File: src/hw/rtl/u8u16dec_pkg.sv
// Package for the UTF-8 to UTF-16 stream decoder.
// Holds the shared types, constants and lead-byte and offset functions.
// No dependencies.
`default_nettype none

package u8u16dec_pkg;

   localparam int FifoDepth = 8;
   localparam int FifoAw    = $clog2(FifoDepth);
   localparam int FifoCw    = $clog2(FifoDepth + 1);

   localparam logic [15:0] ReplacementChar   = 16'hFFFD;
   localparam logic [31:0] BmpMax            = 32'h0000_FFFF;
   localparam logic [31:0] CodeMax           = 32'h0010_FFFF;
   localparam logic [31:0] SupplementaryBase = 32'h0001_0000;
   localparam logic [15:0] SurrogateFirst    = 16'hD800;
   localparam logic [15:0] SurrogateLast     = 16'hDFFF;
   localparam logic [15:0] HighSurrBase      = 16'hD800;
   localparam logic [15:0] LowSurrBase       = 16'hDC00;
   localparam logic [9:0]  TenBitMask        = 10'h3FF;

   typedef struct packed {
      logic [15:0] code_unit;
      logic        last_of_run;
   } unit_type;

   typedef struct packed {
      logic [1:0] count;
      unit_type   first;
      unit_type   second;
   } units_type;

   function automatic logic [2:0] trailing_count(input logic [7:0] lead);
      logic [2:0] n;
      priority if (lead < 8'hC0) n = 3'd0;
      else if (lead < 8'hE0)     n = 3'd1;
      else if (lead < 8'hF0)     n = 3'd2;
      else if (lead < 8'hF8)     n = 3'd3;
      else if (lead < 8'hFC)     n = 3'd4;
      else                       n = 3'd5;
      return n;
   endfunction

   function automatic logic [31:0] seq_offset(input logic [2:0] extra);
      logic [31:0] ofs;
      unique case (extra)
         3'd0:    ofs = 32'h0000_0000;
         3'd1:    ofs = 32'h0000_3080;
         3'd2:    ofs = 32'h000E_2080;
         3'd3:    ofs = 32'h03C8_2080;
         3'd4:    ofs = 32'hFA08_2080;
         default: ofs = 32'h8208_2080;
      endcase
      return ofs;
   endfunction

endpackage

`default_nettype wire

File: src/hw/rtl/utf8_to_utf16_stream_decoder.sv
// UTF-8 to UTF-16 stream decoder, top level.
// Instantiates the accumulator, the encoder and the result queue; uses u8u16dec_pkg.
//
// The decoder accepts one UTF-8 byte per cycle while req_ready is high and
// emits UTF-16 code units one per cycle while rsp_valid and rsp_ready are
// high. A closing byte's first unit passes the value register and the result
// queue; a surrogate pair leaves as two units. Input is held off only when
// the eight-entry result queue, with the value still in flight, could not
// take another pair, so the input keeps one byte per cycle while results are
// taken at the rate they are produced. Continuation bytes are not checked.
`default_nettype none

module utf8_to_utf16_stream_decoder (
   input  wire logic        clock,
   input  wire logic        reset,
   input  wire logic        req_valid,
   output logic             req_ready,
   input  wire logic [7:0]  req_in_byte,
   output logic             rsp_valid,
   input  wire logic        rsp_ready,
   output logic [15:0]      rsp_code_unit,
   output logic             rsp_last_of_run
);
   import u8u16dec_pkg::*;

   logic              byte_accept;
   logic              value_valid;
   logic [31:0]       value;
   units_type         units;
   unit_type          head;
   logic [FifoCw-1:0] level;
   logic [FifoCw-1:0] level_limit;

   assign level_limit = value_valid ? FifoCw'(FifoDepth - 4) : FifoCw'(FifoDepth - 2);
   assign req_ready   = (level <= level_limit);
   assign byte_accept = req_valid && req_ready;

   u8u16dec_accum u_accum (
      .clock       (clock),
      .reset       (reset),
      .byte_accept (byte_accept),
      .in_byte     (req_in_byte),
      .value_valid (value_valid),
      .value       (value)
   );

   u8u16dec_encode u_encode (
      .value_valid_data (value),
      .value_valid      (value_valid),
      .units            (units)
   );

   u8u16dec_fifo u_fifo (
      .clock     (clock),
      .reset     (reset),
      .units     (units),
      .pop       (rsp_ready),
      .not_empty (rsp_valid),
      .head      (head),
      .level     (level)
   );

   assign rsp_code_unit   = head.code_unit;
   assign rsp_last_of_run = head.last_of_run;

endmodule

`default_nettype wire

File: src/hw/rtl/u8u16dec_accum.sv
// Byte accumulator stage of the UTF-8 to UTF-16 stream decoder.
// Tracks the open sequence and registers the finished code point value.
// Depends on u8u16dec_pkg.
`default_nettype none

module u8u16dec_accum (
   input  wire logic        clock,
   input  wire logic        reset,
   input  wire logic        byte_accept,
   input  wire logic [7:0]  in_byte,
   output logic             value_valid,
   output logic [31:0]      value
);
   import u8u16dec_pkg::*;

   logic [31:0] acc_ff, acc_in;
   logic        in_seq_ff, in_seq_in;
   logic [2:0]  rem_ff, rem_in;
   logic [2:0]  extra_ff, extra_in;
   logic        value_valid_ff, value_valid_in;
   logic [31:0] value_ff, value_in;

   logic [2:0]  rem_cur;
   logic [2:0]  extra_cur;
   logic [31:0] sum;

   always_comb begin
      rem_cur   = in_seq_ff ? rem_ff : trailing_count(in_byte);
      extra_cur = in_seq_ff ? extra_ff : trailing_count(in_byte);
      sum       = acc_ff + {24'd0, in_byte};

      acc_in         = acc_ff;
      in_seq_in      = in_seq_ff;
      rem_in         = rem_ff;
      extra_in       = extra_ff;
      value_valid_in = 1'b0;
      value_in       = value_ff;

      if (byte_accept) begin
         if (rem_cur != 3'd0) begin
            acc_in    = {sum[25:0], 6'd0};
            rem_in    = rem_cur - 3'd1;
            extra_in  = extra_cur;
            in_seq_in = 1'b1;
         end else begin
            value_in       = sum - seq_offset(extra_cur);
            value_valid_in = 1'b1;
            acc_in         = '0;
            rem_in         = '0;
            extra_in       = '0;
            in_seq_in      = 1'b0;
         end
      end
   end

   always_ff @(posedge clock) begin
      if (reset) begin
         acc_ff         <= '0;
         in_seq_ff      <= 1'b0;
         rem_ff         <= '0;
         extra_ff       <= '0;
         value_valid_ff <= 1'b0;
      end else begin
         acc_ff         <= acc_in;
         in_seq_ff      <= in_seq_in;
         rem_ff         <= rem_in;
         extra_ff       <= extra_in;
         value_valid_ff <= value_valid_in;
      end
   end

   always_ff @(posedge clock) begin
      value_ff <= value_in;
   end

   assign value_valid = value_valid_ff;
   assign value       = value_ff;

endmodule

`default_nettype wire

File: src/hw/rtl/u8u16dec_encode.sv
// UTF-16 encoder of the UTF-8 to UTF-16 stream decoder.
// Turns a code point value into one unit, a replacement or a surrogate pair.
// Depends on u8u16dec_pkg.
`default_nettype none

module u8u16dec_encode (
   input  wire logic [31:0]                value_valid_data,
   input  wire logic                       value_valid,
   output u8u16dec_pkg::units_type         units
);
   import u8u16dec_pkg::*;

   logic [31:0] offset_value;
   logic [15:0] low_half;

   always_comb begin
      offset_value = value_valid_data - SupplementaryBase;
      low_half     = value_valid_data[15:0];
      units        = '0;

      if (value_valid) begin
         if (value_valid_data <= BmpMax) begin
            units.count             = 2'd1;
            units.first.last_of_run = 1'b1;
            if (low_half >= SurrogateFirst && low_half <= SurrogateLast) begin
               units.first.code_unit = ReplacementChar;
            end else begin
               units.first.code_unit = low_half;
            end
         end else if (value_valid_data > CodeMax) begin
            units.count             = 2'd1;
            units.first.code_unit   = ReplacementChar;
            units.first.last_of_run = 1'b1;
         end else begin
            units.count              = 2'd2;
            units.first.code_unit    = HighSurrBase + {6'd0, offset_value[19:10]};
            units.first.last_of_run  = 1'b0;
            units.second.code_unit   = LowSurrBase + {6'd0, offset_value[9:0] & TenBitMask};
            units.second.last_of_run = 1'b1;
         end
      end
   end

endmodule

`default_nettype wire

File: src/hw/rtl/u8u16dec_fifo.sv
// Result queue of the UTF-8 to UTF-16 stream decoder.
// Takes up to two code units per cycle and hands out one per transaction.
// Depends on u8u16dec_pkg.
`default_nettype none

module u8u16dec_fifo (
   input  wire logic                        clock,
   input  wire logic                        reset,
   input  wire u8u16dec_pkg::units_type     units,
   input  wire logic                        pop,
   output logic                             not_empty,
   output u8u16dec_pkg::unit_type           head,
   output logic [u8u16dec_pkg::FifoCw-1:0]  level
);
   import u8u16dec_pkg::*;

   unit_type           mem [FifoDepth];
   logic [FifoAw-1:0]  wr_ptr_ff, wr_ptr_in;
   logic [FifoAw-1:0]  rd_ptr_ff, rd_ptr_in;
   logic [FifoCw-1:0]  count_ff, count_in;
   logic [FifoAw-1:0]  wr_ptr_next;
   logic               do_pop;

   always_comb begin
      do_pop      = pop && (count_ff != '0);
      wr_ptr_next = wr_ptr_ff + FifoAw'(1);
      wr_ptr_in   = wr_ptr_ff + FifoAw'(units.count);
      rd_ptr_in   = rd_ptr_ff + FifoAw'(do_pop);
      count_in    = count_ff + FifoCw'(units.count) - FifoCw'(do_pop);
   end

   always_ff @(posedge clock) begin
      if (reset) begin
         wr_ptr_ff <= '0;
         rd_ptr_ff <= '0;
         count_ff  <= '0;
      end else begin
         wr_ptr_ff <= wr_ptr_in;
         rd_ptr_ff <= rd_ptr_in;
         count_ff  <= count_in;
      end
   end

   always_ff @(posedge clock) begin
      if (units.count != 2'd0) begin
         mem[wr_ptr_ff] <= units.first;
      end
      if (units.count == 2'd2) begin
         mem[wr_ptr_next] <= units.second;
      end
   end

   assign not_empty = (count_ff != '0);
   assign head      = mem[rd_ptr_ff];
   assign level     = count_ff;

endmodule

`default_nettype wire
File: config.mk
export PLATFORM = sky130hd
export DESIGN_NAME = utf8_to_utf16_stream_decoder
export DESIGN_NICKNAME = d
export VERILOG_FILES = /design/src/hw/rtl/u8u16dec_pkg.sv /design/src/hw/rtl/utf8_to_utf16_stream_decoder.sv /design/src/hw/rtl/u8u16dec_accum.sv /design/src/hw/rtl/u8u16dec_encode.sv /design/src/hw/rtl/u8u16dec_fifo.sv
export SDC_FILE = /design/constraint.sdc
export NUM_CORES = 1
export LEC_CHECK = 0
export ABC_AREA = 0
export BUFFER_PORTS_ARGS = -buffer_cell sky130_fd_sc_hd__buf_2
export CAP_MARGIN = 20
export CORE_MARGIN = 1.5
export CORE_UTILIZATION = 50
export CTS_BUF_LIST = sky130_fd_sc_hd__clkbuf_2 sky130_fd_sc_hd__clkbuf_4 sky130_fd_sc_hd__clkbuf_8
export DETAILED_ROUTE_END_ITERATION = 10
export PLACE_DENSITY = 0.77
export SLEW_MARGIN = 20
export SYNTH_ARGS = -nofsm -noshare
export SYNTH_HDL_FRONTEND = slang
export SYNTH_SLANG_ARGS = --single-unit
File: constraint.sdc
create_clock -name clock -period 5.2 [get_ports clock]
set_clock_uncertainty 0.15 [all_clocks]
set_input_delay 0.52 -clock clock [delete_from_list [all_inputs] [get_ports clock]]
set_output_delay 0.52 -clock clock [all_outputs]
set_load 0.02 [all_outputs]
==> results, run 1 <==
- Counting instances in the post-synthesis netlist gives the leading cell types as 160 x sky130_fd_sc_hd__edfxtp_1, 127 x sky130_fd_sc_hd__nor2_1, 82 x sky130_fd_sc_hd__o22ai_1.
- The setup slack on the worst flop-to-flop path is 0.74 ns.
- In this run the deepest clock path goes through 3 buffers.
- Setup slack closes at 0.7372 ns.
- The area overhead of the layout relative to synthesis is 9.617%.
- For this run, the number of Yosys warnings is 0.
- The detailed placement HPWL is 17,150 um.
- The die width is 151.1 um.
- The post-route netlist has 17.37% of its cells at a drive strength greater than 1.
- The flow ran to the end, and the final reports show no timing, DRC or antenna violations.
- After floorplanning, the core was divided into 54 placement rows.
- The worst endpoint required time is 5.32 ns.
- The final count of hold timing violations is 0.
- The count of cells in the finished layout, fillers not included, comes to 1,276.
- The area of the die is 22,830 um^2.
- Wires add up to 25,090 um.
- During placement, the flow inserted port buffers numbering 30.
- The final critical path takes up 85.82% of the cycle.
- Counting instances, the worst hold path has a depth of 1.
- The footprint of the multi-input gates is 4722 um^2.
- The number of DRC markers after the initial detailed-route iteration is 706.
- Summed over all failing endpoints, the final setup total negative slack is 0 ns.
- Setup violations remaining at the end of the flow were counted as 0.
- The number of antenna violations at the first check in global routing was 0.
- In this run the critical register-to-register path is captured at u_accum.value[31]$_DFFE_PP_.
- The share of flip-flops with an asynchronous set or reset after synthesis is 0%.
- For this run, the register share of the synthesized area comes to 53.30%.
- The cell count after placement is 1,212.
- In the global route stage, overall resource usage came out at 22.67%.
- After global routing the overflow that remains totals 0.
- For the pin with the worst max-slew slack, the measured transition is 1.045 ns.
- The number of max-slew violations in the final report was 0.
- The starting density of the core is 50.57%.
- The net count of the mapped netlist is 993.
- The cell count after synthesis came out at 946.
- Using the TritonRoute via totals, the vias-per-cell ratio works out to 6.123.
- The number of global-route vias before repair was 7,568.
- The minimum clock period after layout is 4.463 ns.
- The endpoint of the worst hold path is u_accum.value[1]$_DFFE_PP_.
- In the final routed layout, each cell accounts on average for 19.66 um.
- The share of the synthesized area in the top cell type is 43.81%.
- The floorplan core area is 21,690 um^2.
- The CTS tree is done.
- The remaining design rule violation count is 0.
- The post-CTS setup-driven buffer insertion count is 0.
- The I/O pin count is 31.
- At the later pin of the worst-skew pair, clock insertion delay measures 0.53 ns.
- The hold-fix buffer count after cts is 0.
- STA classifies the critical path endpoint as a flop.
- The most numerous cell in the Yosys netlist is sky130_fd_sc_hd__edfxtp_1.
- The sequential cells in the finished layout cover a total of 5847 um^2.
- The peak fanout along the critical path is 6.
- The launch instance of the worst register-to-register path is u_accum.acc_ff[6]$_SDFFE_PP0P_.
- The congestion estimate from routability-driven global placement came to 0.8820.
- The worst setup path category is reg -> reg.
- The fmax is 224.1 MHz.
- Once the clock tree was built, the resizer swapped 0 gates to a different size.
- A synthesized cell averages 11.59 um^2.
- In this run the most critical hold path is launched from req_in_byte[1].
- Counting every sink on the clock net gives 212.
- In this run the power density over the cells is 386.7 nW/um^2.
- For the worst flop-to-flop path, the logic depth is 15.
- The number of storage elements in the synthesis netlist is 212.
- Setup repair after global routing left no endpoint under its margin.
- Sorting the synthesized cells by area gives the leading types as sky130_fd_sc_hd__edfxtp_1 44%, sky130_fd_sc_hd__dfxtp_1 9.5%, sky130_fd_sc_hd__mux4_2 7.0%, sky130_fd_sc_hd__o22ai_1 4.7%, sky130_fd_sc_hd__nor2_1 4.3%.
- Yosys mapped a number of flops with a built-in enable equal to 160.
- The total of max-cap violations is 0.
- The leakage power figure is 4.470 nW.
- Across all hold checks on the routed design, the worst slack comes to 0.05880 ns.
- The synthesized netlist occupies a cell area of 10,970 um^2.
- STA classifies the critical path startpoint as a flop.
- The number of inserted filler cells in the final layout is 1,771.
- The pin count of the biggest net entering global routing is 54.
- The first TritonRoute pass finished after 8 iterations.
- At the worst endpoint, the arrival time is 4.58 ns.
- The netlist uses 67 different library cells.
- Counting the buffers created by CTS gives 36.
- The worst setup slack before clock tree synthesis is 0.6026 ns.
- The clock edge transition at the registers on the reported setup and hold paths is 0.06 ns.
- The overall via count from detail_route is 7,813.
- The overall power is 4.650 mW.
- The H-tree was split into 2 levels.
- In this run the vertical extent of the chip is 151.1 um.
- The count of nets left with antenna violations once routing finished came out at 0.
- The first global-routing pass estimated 39,720 um of wire.
- The cell type with the highest aggregate area in the netlist is sky130_fd_sc_hd__edfxtp_1.
- The normalized max-slew margin is 30.25%.
- IR analysis of the VDD net gives a maximum drop of 364.2 uV.
- The diode insertion count for antenna repair is 0.
- The commonest register cell after synthesis is sky130_fd_sc_hd__edfxtp_1.
- The class of the tightest hold or removal check is in -> reg.
- The final-stage net count is 1,017.
- The root buffer cell is sky130_fd_sc_hd__clkbuf_8.
per-stage QoR:
stage | instance area, um^2 | utilization [%]
after floorplan | 10970 | -
after CTS | 12020 | 55.42
after detailed placement | 11270 | 51.98
after global placement | 11270 | 51.98
final | 12020 | 55.43
after global routing | 12020 | 55.43
how the worst max path moves through the flow:
| stage | startpoint | to | slack (ns) | cells after the start |
|---|---|---|---|---|
| floorplan | req_in_byte[6] | u_accum.value[31]$_DFFE_PP_ | 1.13 | 16 |
| finish | u_accum.acc_ff[6]$_SDFFE_PP0P_ | u_accum.value[31]$_DFFE_PP_ | 0.74 | 15 |
| global route | u_accum.acc_ff[6]$_SDFFE_PP0P_ | u_accum.value[29]$_DFFE_PP_ | 0.29 | 15 |
| detailed placement | req_in_byte[6] | u_accum.value[31]$_DFFE_PP_ | 0.60 | 16 |
| CTS | u_accum.acc_ff[6]$_SDFFE_PP0P_ | u_accum.value[29]$_DFFE_PP_ | 0.79 | 15 |
| global placement | req_in_byte[6] | u_accum.value[31]$_DFFE_PP_ | 0.75 | 16 |
per-layer routing:
layer	GRT usage [%]	share of wire (%)	vias to the layer above
met5	0	0	-
met4	9.175	2.9	0
met3	4.880	9.1	50
met2	36.10	46	379
met1	30.27	42	3768
li1	-	-	3616
flip-flops by register name (all words and copies together) (netlist names):
register	cells
u_accum.acc_ff	26
u_accum.extra_ff	3
u_accum.in_seq_ff	1
u_accum.rem_ff	3
u_accum.value	32
u_accum.value_valid	1
u_fifo.level	4
u_fifo.mem	136
u_fifo.rd_ptr_ff	3
u_fifo.wr_ptr_ff	3
final cells by class:
| cell class | instances | share of cell area [%] |
|---|---|---|
| sequential | 212 | 48.63 |
| clock inverter | 6 | 0.3538 |
| multi-input combinational | 641 | 39.28 |
| tap | 280 | 2.914 |
| timing repair buffer | 36 | 1.623 |
| inverter | 43 | 1.342 |
| clock buffer | 58 | 5.859 |
worst max-delay path, cell delays in order (launching register included):
cell and delay (ns):
sky130_fd_sc_hd__dfxtp_1 0.33, sky130_fd_sc_hd__ha_1 0.21, sky130_fd_sc_hd__inv_1 0.07, sky130_fd_sc_hd__fa_1 0.44, sky130_fd_sc_hd__and3b_1 0.40, sky130_fd_sc_hd__nand3_4 0.12, sky130_fd_sc_hd__nor2_1 0.15, sky130_fd_sc_hd__xor2_1 0.20
sky130_fd_sc_hd__ha_1 0.31, sky130_fd_sc_hd__a2111oi_0 0.65, sky130_fd_sc_hd__nand3_1 0.21, sky130_fd_sc_hd__a32oi_1 0.31, sky130_fd_sc_hd__and3_4 0.27, sky130_fd_sc_hd__o21bai_4 0.09, sky130_fd_sc_hd__a211oi_2 0.21, sky130_fd_sc_hd__xnor2_1 0.09
cells by family (layout without fill, tap and decap cells):
logic type	after synthesis	in the layout	synth area share [%]
buffers and inverters	93	143	3.696
multiplexers	53	53	8.909
XOR/XNOR	56	56	4.540
flip-flops	212	212	53.30
adder cells (fa/ha/maj)	35	35	4.198
AO/OA/AOI/OAI	208	208	13.07
AND/OR/NAND/NOR	289	289	12.29
layout by cell type, fill, tap and decap left out, types with 5 or more instances in the layout:
cell type | netlist | final
sky130_fd_sc_hd__nor3_1 | 17 | 17
sky130_fd_sc_hd__a21o_1 | 17 | 17
sky130_fd_sc_hd__xor2_1 | 24 | 24
sky130_fd_sc_hd__nor2_1 | 127 | 125
sky130_fd_sc_hd__and3_1 | 5 | 5
sky130_fd_sc_hd__nor3b_1 | 6 | 6
sky130_fd_sc_hd__o22ai_1 | 82 | 82
sky130_fd_sc_hd__nand4_1 | 7 | 7
sky130_fd_sc_hd__a21oi_1 | 37 | 37
sky130_fd_sc_hd__clkbuf_4 | 0 | 15
sky130_fd_sc_hd__nand3_1 | 25 | 25
sky130_fd_sc_hd__clkbuf_8 | 0 | 43
sky130_fd_sc_hd__o221ai_1 | 8 | 8
sky130_fd_sc_hd__nand2_1 | 63 | 63
sky130_fd_sc_hd__inv_1 | 43 | 43
sky130_fd_sc_hd__a22oi_1 | 15 | 15
sky130_fd_sc_hd__dfxtp_1 | 52 | 51
sky130_fd_sc_hd__a22o_1 | 9 | 9
sky130_fd_sc_hd__xnor2_1 | 31 | 31
sky130_fd_sc_hd__buf_4 | 3 | 6
sky130_fd_sc_hd__edfxtp_1 | 160 | 160
sky130_fd_sc_hd__mux2_2 | 17 | 17
sky130_fd_sc_hd__nor2b_1 | 15 | 15
sky130_fd_sc_hd__mux4_2 | 34 | 34
sky130_fd_sc_hd__buf_2 | 0 | 30
sky130_fd_sc_hd__ha_1 | 32 | 32
report_power, final:
part,total (mW),internal [mW],switching [mW]
clock network,1.53,0.863,0.664
registers,2.09,1.97,0.123
logic,1.03,0.447,0.588
total,4.65,3.28,1.37
Power figures use the tool's default switching activity.
==> inputs of run 2 (changes only) <==
--- a/config.mk
+++ b/config.mk
@@ -6,13 +6,14 @@
 export NUM_CORES = 1
 export LEC_CHECK = 0
 export ABC_AREA = 0
-export BUFFER_PORTS_ARGS = -buffer_cell sky130_fd_sc_hd__buf_2
+export BUFFER_PORTS_ARGS = -buffer_cell sky130_fd_sc_hd__clkbuf_2
 export CAP_MARGIN = 20
 export CORE_MARGIN = 1.5
 export CORE_UTILIZATION = 50
 export CTS_BUF_LIST = sky130_fd_sc_hd__clkbuf_2 sky130_fd_sc_hd__clkbuf_4 sky130_fd_sc_hd__clkbuf_8
 export DETAILED_ROUTE_END_ITERATION = 10
 export PLACE_DENSITY = 0.77
+export REMOVE_ABC_BUFFERS = 1
 export SLEW_MARGIN = 20
 export SYNTH_ARGS = -nofsm -noshare
 export SYNTH_HDL_FRONTEND = slang
==> run 2 against run 1 <==
Setup slack better by 0.080 ns; final cell count is 0.16% higher; utilization shrank 0.12 points; cell area decreased by 0.22%; critical endpoint unchanged; via count hardly changed; largest cell class unchanged; flip-flop and latch count stayed put; power down 1.5%; combinational power barely moved; clock power fell by 5%; sequential share of layout area grew 0.11 points; hold slack lost 0.033 ns.
==> results, run 2 (same netlist as run 1, synthesis figures left out) <==
- The flow ran to the end, and the final reports show no timing, DRC or antenna violations.
- The pin count of the biggest net entering global routing is 53 (-1.9%).
- TritonCTS built the clock tree.
- The final count of hold timing violations is 0 (unchanged).
- The commonest non-fill, non-tap cell in the layout is sky130_fd_sc_hd__edfxtp_1.
- The startpoint type of the worst setup path is a flop.
- The minimum clock period after layout was 4.383 ns (-0.07977 ns).
- Counting stages on the worst path, the most repeated cell is sky130_fd_sc_hd__ha_1.
- The data arrival time of the critical path is 4.48 ns (-0.10 ns).
- The total congestion overflow after global routing came to 0 (unchanged).
- The count of buffers inserted at the top-level ports is 30 (unchanged).
- The final RePlAce weighted congestion came to 0.8943 (+1.4%).
- The row count is 54 (unchanged).
- The hold-critical path depth is 1 (unchanged).
- The number of global-route vias before repair was 7,525 (-0.57%).
- The number of max-slew violations in the final report was 0 (unchanged).
- The worst endpoint required time came to 5.30 ns (-0.02 ns).
- The number of antenna violations at the first check in global routing is 0 (unchanged).
- The count of instances resized after the clock tree is built is 0 (unchanged).
- The normalized max-slew margin is 28.75% (-1.5 points).
- The footprint of the multi-input gates is 4722 um^2 (unchanged).
- The fmax is 228.2 MHz (+1.8%).
- The largest stage delay on the critical path is 0.60 ns (-0.05 ns).
- The worst setup path category is reg -> reg.
- The final wirelength came to 25,390 um (+1.2%).
- The die width is 151.1 um (unchanged).
- The number of sinks on the clock net was 212 (unchanged).
- The number of inserted filler cells in the final layout is 1,813 (+2.4%).
- The transition time at the pin with the least slew margin came to 1.067 ns (+0.02245 ns).
- The setup slack after layout is 0.8170 ns (+0.07977 ns).
- The mean number of vias per cell is 6.111 (-0.19%).
- The path class of the tightest hold or removal check is in -> reg.
- The highest ir drop seen on vdd is 169.7 uV (-53%).
- The floorplan core area is 21,690 um^2 (unchanged).
- The peak fanout along the critical path came to 6 (unchanged).
- The clock latency on the worst-skew pair was 0.53 ns (about the same).
- The fraction of final layout cells with drive strength greater than 1 is 16.63% (-0.74 points).
- The starting density of the core was 50.57% (unchanged).
- The diode insertion count for antenna repair is 0 (unchanged).
- The number of DRC markers after the initial detailed-route iteration came to 733 (+3.8%).
- The leakage power figure is 4.450 nW (-0.45%).
- The total track usage is 22.99% (+0.32 points).
- The clock edge transition at the registers on the reported setup and hold paths is 0.06 ns (about the same).
- The hold-fix buffer count after cts is 0 (unchanged).
- The library cells used most frequently in the layout, excluding fill and tap cells, are 160 x sky130_fd_sc_hd__edfxtp_1, 125 x sky130_fd_sc_hd__nor2_1, 82 x sky130_fd_sc_hd__o22ai_1.
- The total cell area at the placement stage was 11,290 um^2 (+0.13%).
- The root buffer cell is sky130_fd_sc_hd__clkbuf_8.
- The register name with the most flops is u_fifo.mem.
- The area of the die is 22,830 um^2 (unchanged).
- The antenna violation net count after detailed routing came to 0 (unchanged).
- Traced cell by cell, the critical path runs through ha_1 -> inv_1 -> fa_1 -> and3b_1 -> nand3_4 -> nor2_1 -> xor2_1 -> ha_1 -> a2111oi_0 -> nand3_1 -> a32oi_1 -> and3_4 -> o21bai_4 -> a211oi_2 -> xnor2_1.
- The cell with the biggest individual delay on the critical path is sky130_fd_sc_hd__a2111oi_0.
- The H-tree depth is 2 (unchanged).
- The detailed placement HPWL is 17,080 um (-0.38%).
- The remaining design rule violation count is 0 (unchanged).
- The detailed-route wire length per cell is 19.87 um (+1.1%).
- The setup violation total in the final timing report is 0 (unchanged).
- The power per unit of standard cell area came to 381.7 nW/um^2 (-1.3%).
- The count of cells along the worst register-to-register path is 15 (unchanged).
- The final worst-path cycle share is 84.29% (-1.5 points).
- The post-CTS setup-driven buffer insertion count is 0 (unchanged).
- The final-stage net count is 1,019 (+0.20%).
- The global-route wire length before repair is 40,180 um (+1.1%).
- Setup repair after global routing left no endpoint under its margin.
- The overall via count from detail_route is 7,810 (-0.038%).
- The iteration count of the initial detailed-routing pass is 7 (-1).
- The buffer depth of the longest clock path was 3 (unchanged).
- The number of buffers added by the clock tree synthesis step is 36 (unchanged).
- The sequential cell area in the final layout is 5847 um^2 (unchanged).
- The total of max-cap violations came to 0 (unchanged).
- The area growth from synthesis to layout is 9.377%.
- The height of the chip is 151.1 um (unchanged).
- The cell area after layout was 12,000 um^2 (-0.22%).
- The total negative slack is 0 ns (unchanged).
- The worst setup slack before clock tree synthesis was 0.5773 ns (-0.02538 ns).
- The sort of element at the end of the critical path is a flop.
- The I/O pin count is 31 (unchanged).
- The number of flip-flops under the largest register name is 136 (unchanged).
[run 2: cell types whose count changed in the layout (fill, tap and decap cells not counted), sizes merged]
cell      change
inv           -2
clkbuf       +19
clkinvlp      +1
buf          -28
bufinv        +1
clkinv       +11
[run 2: through the flow]
stage / power, mW / hold WS [ns] / utilization, % / cells
finish: 4.579 / 0.02555 / 55.31 / 1278
global route: 4.797 / 0.003707 / 55.31 / 1278
CTS: 4.603 / 0.001645 / 55.30 / 1278
detailed placement: 3.152 / 0.3150 / 52.05 / 1214
global placement: 3.127 / 0.3104 / 52.05 / 1214
floorplan: 2.866 / 0.2939 / - / 896
[run 2: report_power, final]
group	switching (mW)	total [mW]	internal (mW)
sequential	0.117	2.08	1.97
combinational	0.585	1.03	0.449
clock	0.667	1.46	0.796
total	1.37	4.58	3.21
[run 2: path summary, 6_finish.rpt]
| check | start | to | slack (ns) |
|---|---|---|---|
| worst max register to register | u_accum.acc_ff[6]$_SDFFE_PP0P_ | u_accum.value[31]$_DFFE_PP_ | 0.82 |
| worst min register to register | u_fifo.mem[1][14]$_SDFFE_PP0P_ | u_fifo.mem[1][14]$_SDFFE_PP0P_ | 0.33 |
| worst max-delay path | u_accum.acc_ff[6]$_SDFFE_PP0P_ | u_accum.value[31]$_DFFE_PP_ | 0.82 |
| worst min-delay path | req_in_byte[0] | u_accum.value[0]$_DFFE_PP_ | 0.03 |
[run 2: final cells by class]
| type | count | area share, % |
|---|---|---|
| clock buffers | 47 | 4.923 |
| inverters | 43 | 1.345 |
| flip-flops and latches | 212 | 48.74 |
| multi-input cells | 641 | 39.36 |
| clock inverters | 17 | 0.9595 |
| repair buffers | 38 | 1.752 |
| well taps | 280 | 2.920 |
[run 2: critical path: cells and delay by family, from the launching register on]
kind / cells / cell delay (ns)
buffers and inverters: 1 / 0.08
flip-flops: 1 / 0.33
AND/OR/NAND/NOR: 5 / 1.12
adder cells (fa/ha/maj): 3 / 0.94
XOR/XNOR: 2 / 0.31
AO/OA/AOI/OAI: 4 / 1.17
[run 2: layer usage]
| metal | global-route usage (%) | wire [um] |
|---|---|---|
| met5 | 0 | 0 |
| met4 | 9.903 | 793 |
| met3 | 4.187 | 2068 |
| met2 | 39.34 | 12640 |
| met1 | 28.56 | 9892 |
==> inputs of run 3 (changes only) <==
--- a/config.mk
+++ b/config.mk
@@ -12,7 +12,7 @@
 export CORE_UTILIZATION = 50
 export CTS_BUF_LIST = sky130_fd_sc_hd__clkbuf_2 sky130_fd_sc_hd__clkbuf_4 sky130_fd_sc_hd__clkbuf_8
 export DETAILED_ROUTE_END_ITERATION = 10
-export PLACE_DENSITY = 0.77
+export PLACE_DENSITY = 0.8
 export REMOVE_ABC_BUFFERS = 1
 export SLEW_MARGIN = 20
 export SYNTH_ARGS = -nofsm -noshare
==> constraint.sdc (replaced) <==
create_clock -name clock -period 3.8 [get_ports clock]
set_clock_uncertainty 0.15 [all_clocks]
set_input_delay 0.38 -clock clock [delete_from_list [all_inputs] [get_ports clock]]
set_output_delay 0.38 -clock clock [all_outputs]
set_load 0.02 [all_outputs]
==> run 3 against run 2 <==
Setup slack worse by 0.81 ns; power up 42%; wire length up 4.0%; hold slack better by 0.041 ns; first-iteration DRC count up 8.0%; cell area up 7.8%; sequential share of layout area down 3.5 points.
==> results, run 3 (same netlist as run 1, synthesis figures left out) <==
- The worst register-to-register path begins at u_accum.acc_ff[6]$_SDFFE_PP0P_.
- The number of buffers added by the clock tree synthesis step is 36 (unchanged).
- The capturing point of the worst reg2reg path is u_accum.value[31]$_DFFE_PP_.
- The normalized max-slew margin was 34.26% (+5.5 points).
- The floorplan core area was 21,690 um^2 (unchanged).
- STA classifies the critical path startpoint as a flop.
- The hold-critical path depth is 2 (+1).
- The number of standard cells in the layout, taps in and fillers out came to 1,373 (+7.4%).
- The leakage power figure is 4.980 nW (+12%).
- The global-route wire length before repair is 41,370 um (+3.0%).
- The total congestion overflow after global routing is 0 (unchanged).
- The launch point of the worst hold path is req_in_byte[6].
- The peak fanout along the critical path is 3 (-3).
- The iteration count of the initial detailed-routing pass was 5 (-2).
- The CTS tree is done.
- The data arrival time of the critical path came to 3.93 ns (-0.55 ns).
- The highest ir drop seen on vdd came to 266.9 uV (+57%).
- The number of DRC markers after the initial detailed-route iteration was 792 (+8.0%).
- The number of antenna violations at the first check in global routing is 0 (unchanged).
- The register name with the most flops is u_fifo.mem.
- The number of max-slew violations in the final report is 0 (unchanged).
- The class of the tightest hold or removal check is in -> reg.
- The final count of hold timing violations was 0 (unchanged).
- The worst endpoint required time came to 3.94 ns (-1.36 ns).
- The diode insertion count for antenna repair was 0 (unchanged).
- The final worst-path cycle share is 99.74% (+15 points).
- The final wirelength is 26,410 um (+4.0%).
- The minimum clock period after layout is 3.790 ns (-0.5928 ns).
- The H-tree depth is 2 (unchanged).
- The number of flip-flops under the largest register name is 136 (unchanged).
- The cell sitting at the root of the clock tree is a sky130_fd_sc_hd__clkbuf_8.
- The final RePlAce weighted congestion was 0.9055 (+1.3%).
- The die width is 151.1 um (unchanged).
- The detailed-route wire length per cell came to 19.23 um (-3.2%).
- The clock edge transition at the registers on the reported setup and hold paths is 0.06 ns (about the same).
- STA classifies the critical path endpoint as a flop.
- The cell count after placement came to 1,292 (+6.4%).
- The setup violation total in the final timing report is 0 (unchanged).
- The total track usage is 23.55% (+0.55 points).
- The row count is 54 (unchanged).
- The number of inserted filler cells in the final layout is 1,663 (-8.3%).
- The detailed placement HPWL is 17,970 um (+5.2%).
- The endpoint of the worst hold path is u_accum.value[6]$_DFFE_PP_.
- The starting density of the core was 50.57% (unchanged).
- The antenna violation net count after detailed routing is 0 (unchanged).
- The mean number of vias per cell is 6.045 (-1.1%).
- Setup repair after global routing could not meet its margin everywhere.
- The fraction of final layout cells with drive strength greater than 1 is 25.71% (+9.1 points).
- The top cell types in the final layout, fill and taps aside, are 160 x sky130_fd_sc_hd__edfxtp_1, 125 x sky130_fd_sc_hd__nor2_1, 93 x sky130_fd_sc_hd__buf_4.
- The area of the die is 22,830 um^2 (unchanged).
- The clock latency on the worst-skew pair came to 0.54 ns (about the same).
- The flow ran to the end, and the final reports show no timing, DRC or antenna violations.
- The overall via count from detail_route is 8,300 (+6.3%).
- The buffer depth of the longest clock path was 3 (unchanged).
- The setup slack on the worst flop-to-flop path was 0.01 ns (-0.81 ns).
- The total of max-cap violations is 0 (unchanged).
- The count of buffers inserted at the top-level ports is 30 (unchanged).
- The pin count of the biggest net entering global routing came to 49 (-7.5%).
- The number of global-route vias before repair is 8,066 (+7.2%).
- The final-stage net count is 1,112 (+9.1%).
- The I/O pin count was 31 (unchanged).
- The area growth from synthesis to layout is 17.96%.
- The fmax is 263.8 MHz (+16%).
- The remaining design rule violation count is 0 (unchanged).
- The number of sinks on the clock net is 212 (unchanged).
- The worst setup path category is reg -> reg.
- The power per unit of standard cell area is 502.6 nW/um^2 (+32%).
- The transition time at the pin with the least slew margin was 0.9825 ns (-0.08481 ns).
- The library cell used most frequently in the layout, excluding fill and tap cells, is sky130_fd_sc_hd__edfxtp_1.
- The count of cells along the worst register-to-register path is 16 (+1).
- The height of the chip was 151.1 um (unchanged).
- The worst hold slack after final layout is 0.06679 ns (+0.04124 ns).
## run 3: critical path: stages (launching register included)
cell and delay (ns):
sky130_fd_sc_hd__dfxtp_2 0.34, sky130_fd_sc_hd__ha_4 0.13, sky130_fd_sc_hd__inv_1 0.06, sky130_fd_sc_hd__fa_2 0.36, sky130_fd_sc_hd__and3b_2 0.28, sky130_fd_sc_hd__nand3_4 0.08, sky130_fd_sc_hd__nor2_4 0.11, sky130_fd_sc_hd__xor2_2 0.23
sky130_fd_sc_hd__ha_4 0.26, sky130_fd_sc_hd__a2111oi_4 0.33, sky130_fd_sc_hd__buf_4 0.18, sky130_fd_sc_hd__nand3_4 0.07, sky130_fd_sc_hd__a32oi_2 0.29, sky130_fd_sc_hd__and3_4 0.28, sky130_fd_sc_hd__o21bai_4 0.08, sky130_fd_sc_hd__a211oi_2 0.22
sky130_fd_sc_hd__xnor2_1 0.09
## run 3: area by class of cell
type	instances	area, um^2	share of cell area (%)
flip-flops and latches	212	5848	45.20
multi-input cells	641	4898	37.86
repair buffers	131	938.4	7.253
clock buffers	52	640.6	4.952
well taps	280	350.3	2.708
inverters	43	161.4	1.248
clock inverters	14	100.1	0.7737
## run 3: per-layer routing
metal  wire, um  track usage, %  up-vias
li1           -               -     3808
met1      10690           29.82     3984
met2      12750           40.07      429
met3       1966           3.916       79
met4        999           9.854        0
met5          0               0        -
## run 3: repair_timing
action | 4_1_cts | 5_1_grt
pin swaps | 6 | 16
hold buffers | 7 | 0
gates resized for setup | 8 | 25
hold endpoints to repair | 7 | 0
endpoints found under the setup margin | 6 | 9
setup buffers | 2 | 6
## run 3: worst max path at each step
stage	from	endpoint	slack [ns]	cells past startpoint
2_1_floorplan	u_accum.value_valid$_SDFF_PP0_	u_accum.value[0]$_DFFE_PP_	-0.81	6
3_3_place_gp	req_in_byte[6]	u_accum.value[29]$_DFFE_PP_	-0.23	17
3_5_place_dp	req_in_byte[6]	u_accum.value[29]$_DFFE_PP_	-0.33	17
4_1_cts	u_accum.acc_ff[6]$_SDFFE_PP0P_	u_accum.value[31]$_DFFE_PP_	0.03	16
5_1_grt	u_accum.acc_ff[7]$_SDFFE_PP0P_	u_accum.value[31]$_DFFE_PP_	-0.09	16
6_report	u_accum.acc_ff[6]$_SDFFE_PP0P_	u_accum.value[31]$_DFFE_PP_	0.01	16
## run 3: metrics by stage
step / setup TNS (ns) / instance area [um^2] / setup WS (ns) / power [mW] / util (%)
floorplan: -27.07 / 10720 / -0.8065 / 3.922 / -
global placement: -1.039 / 11890 / -0.2293 / 4.366 / 54.81
detailed placement: -1.903 / 11890 / -0.3348 / 4.417 / 54.81
CTS: 0 / 12730 / 0.02577 / 6.499 / 58.72
global route: -0.3868 / 12940 / -0.09359 / 6.793 / 59.65
finish: 0 / 12940 / 0.009850 / 6.502 / 59.65
## run 3: power breakdown
group | switching [mW] | total, mW | internal [mW] | leakage (nW)
clock network | 0.915 | 2.08 | 1.16 | 0.393
logic | 0.867 | 1.58 | 0.717 | 2.54
registers | 0.150 | 2.84 | 2.69 | 2.04
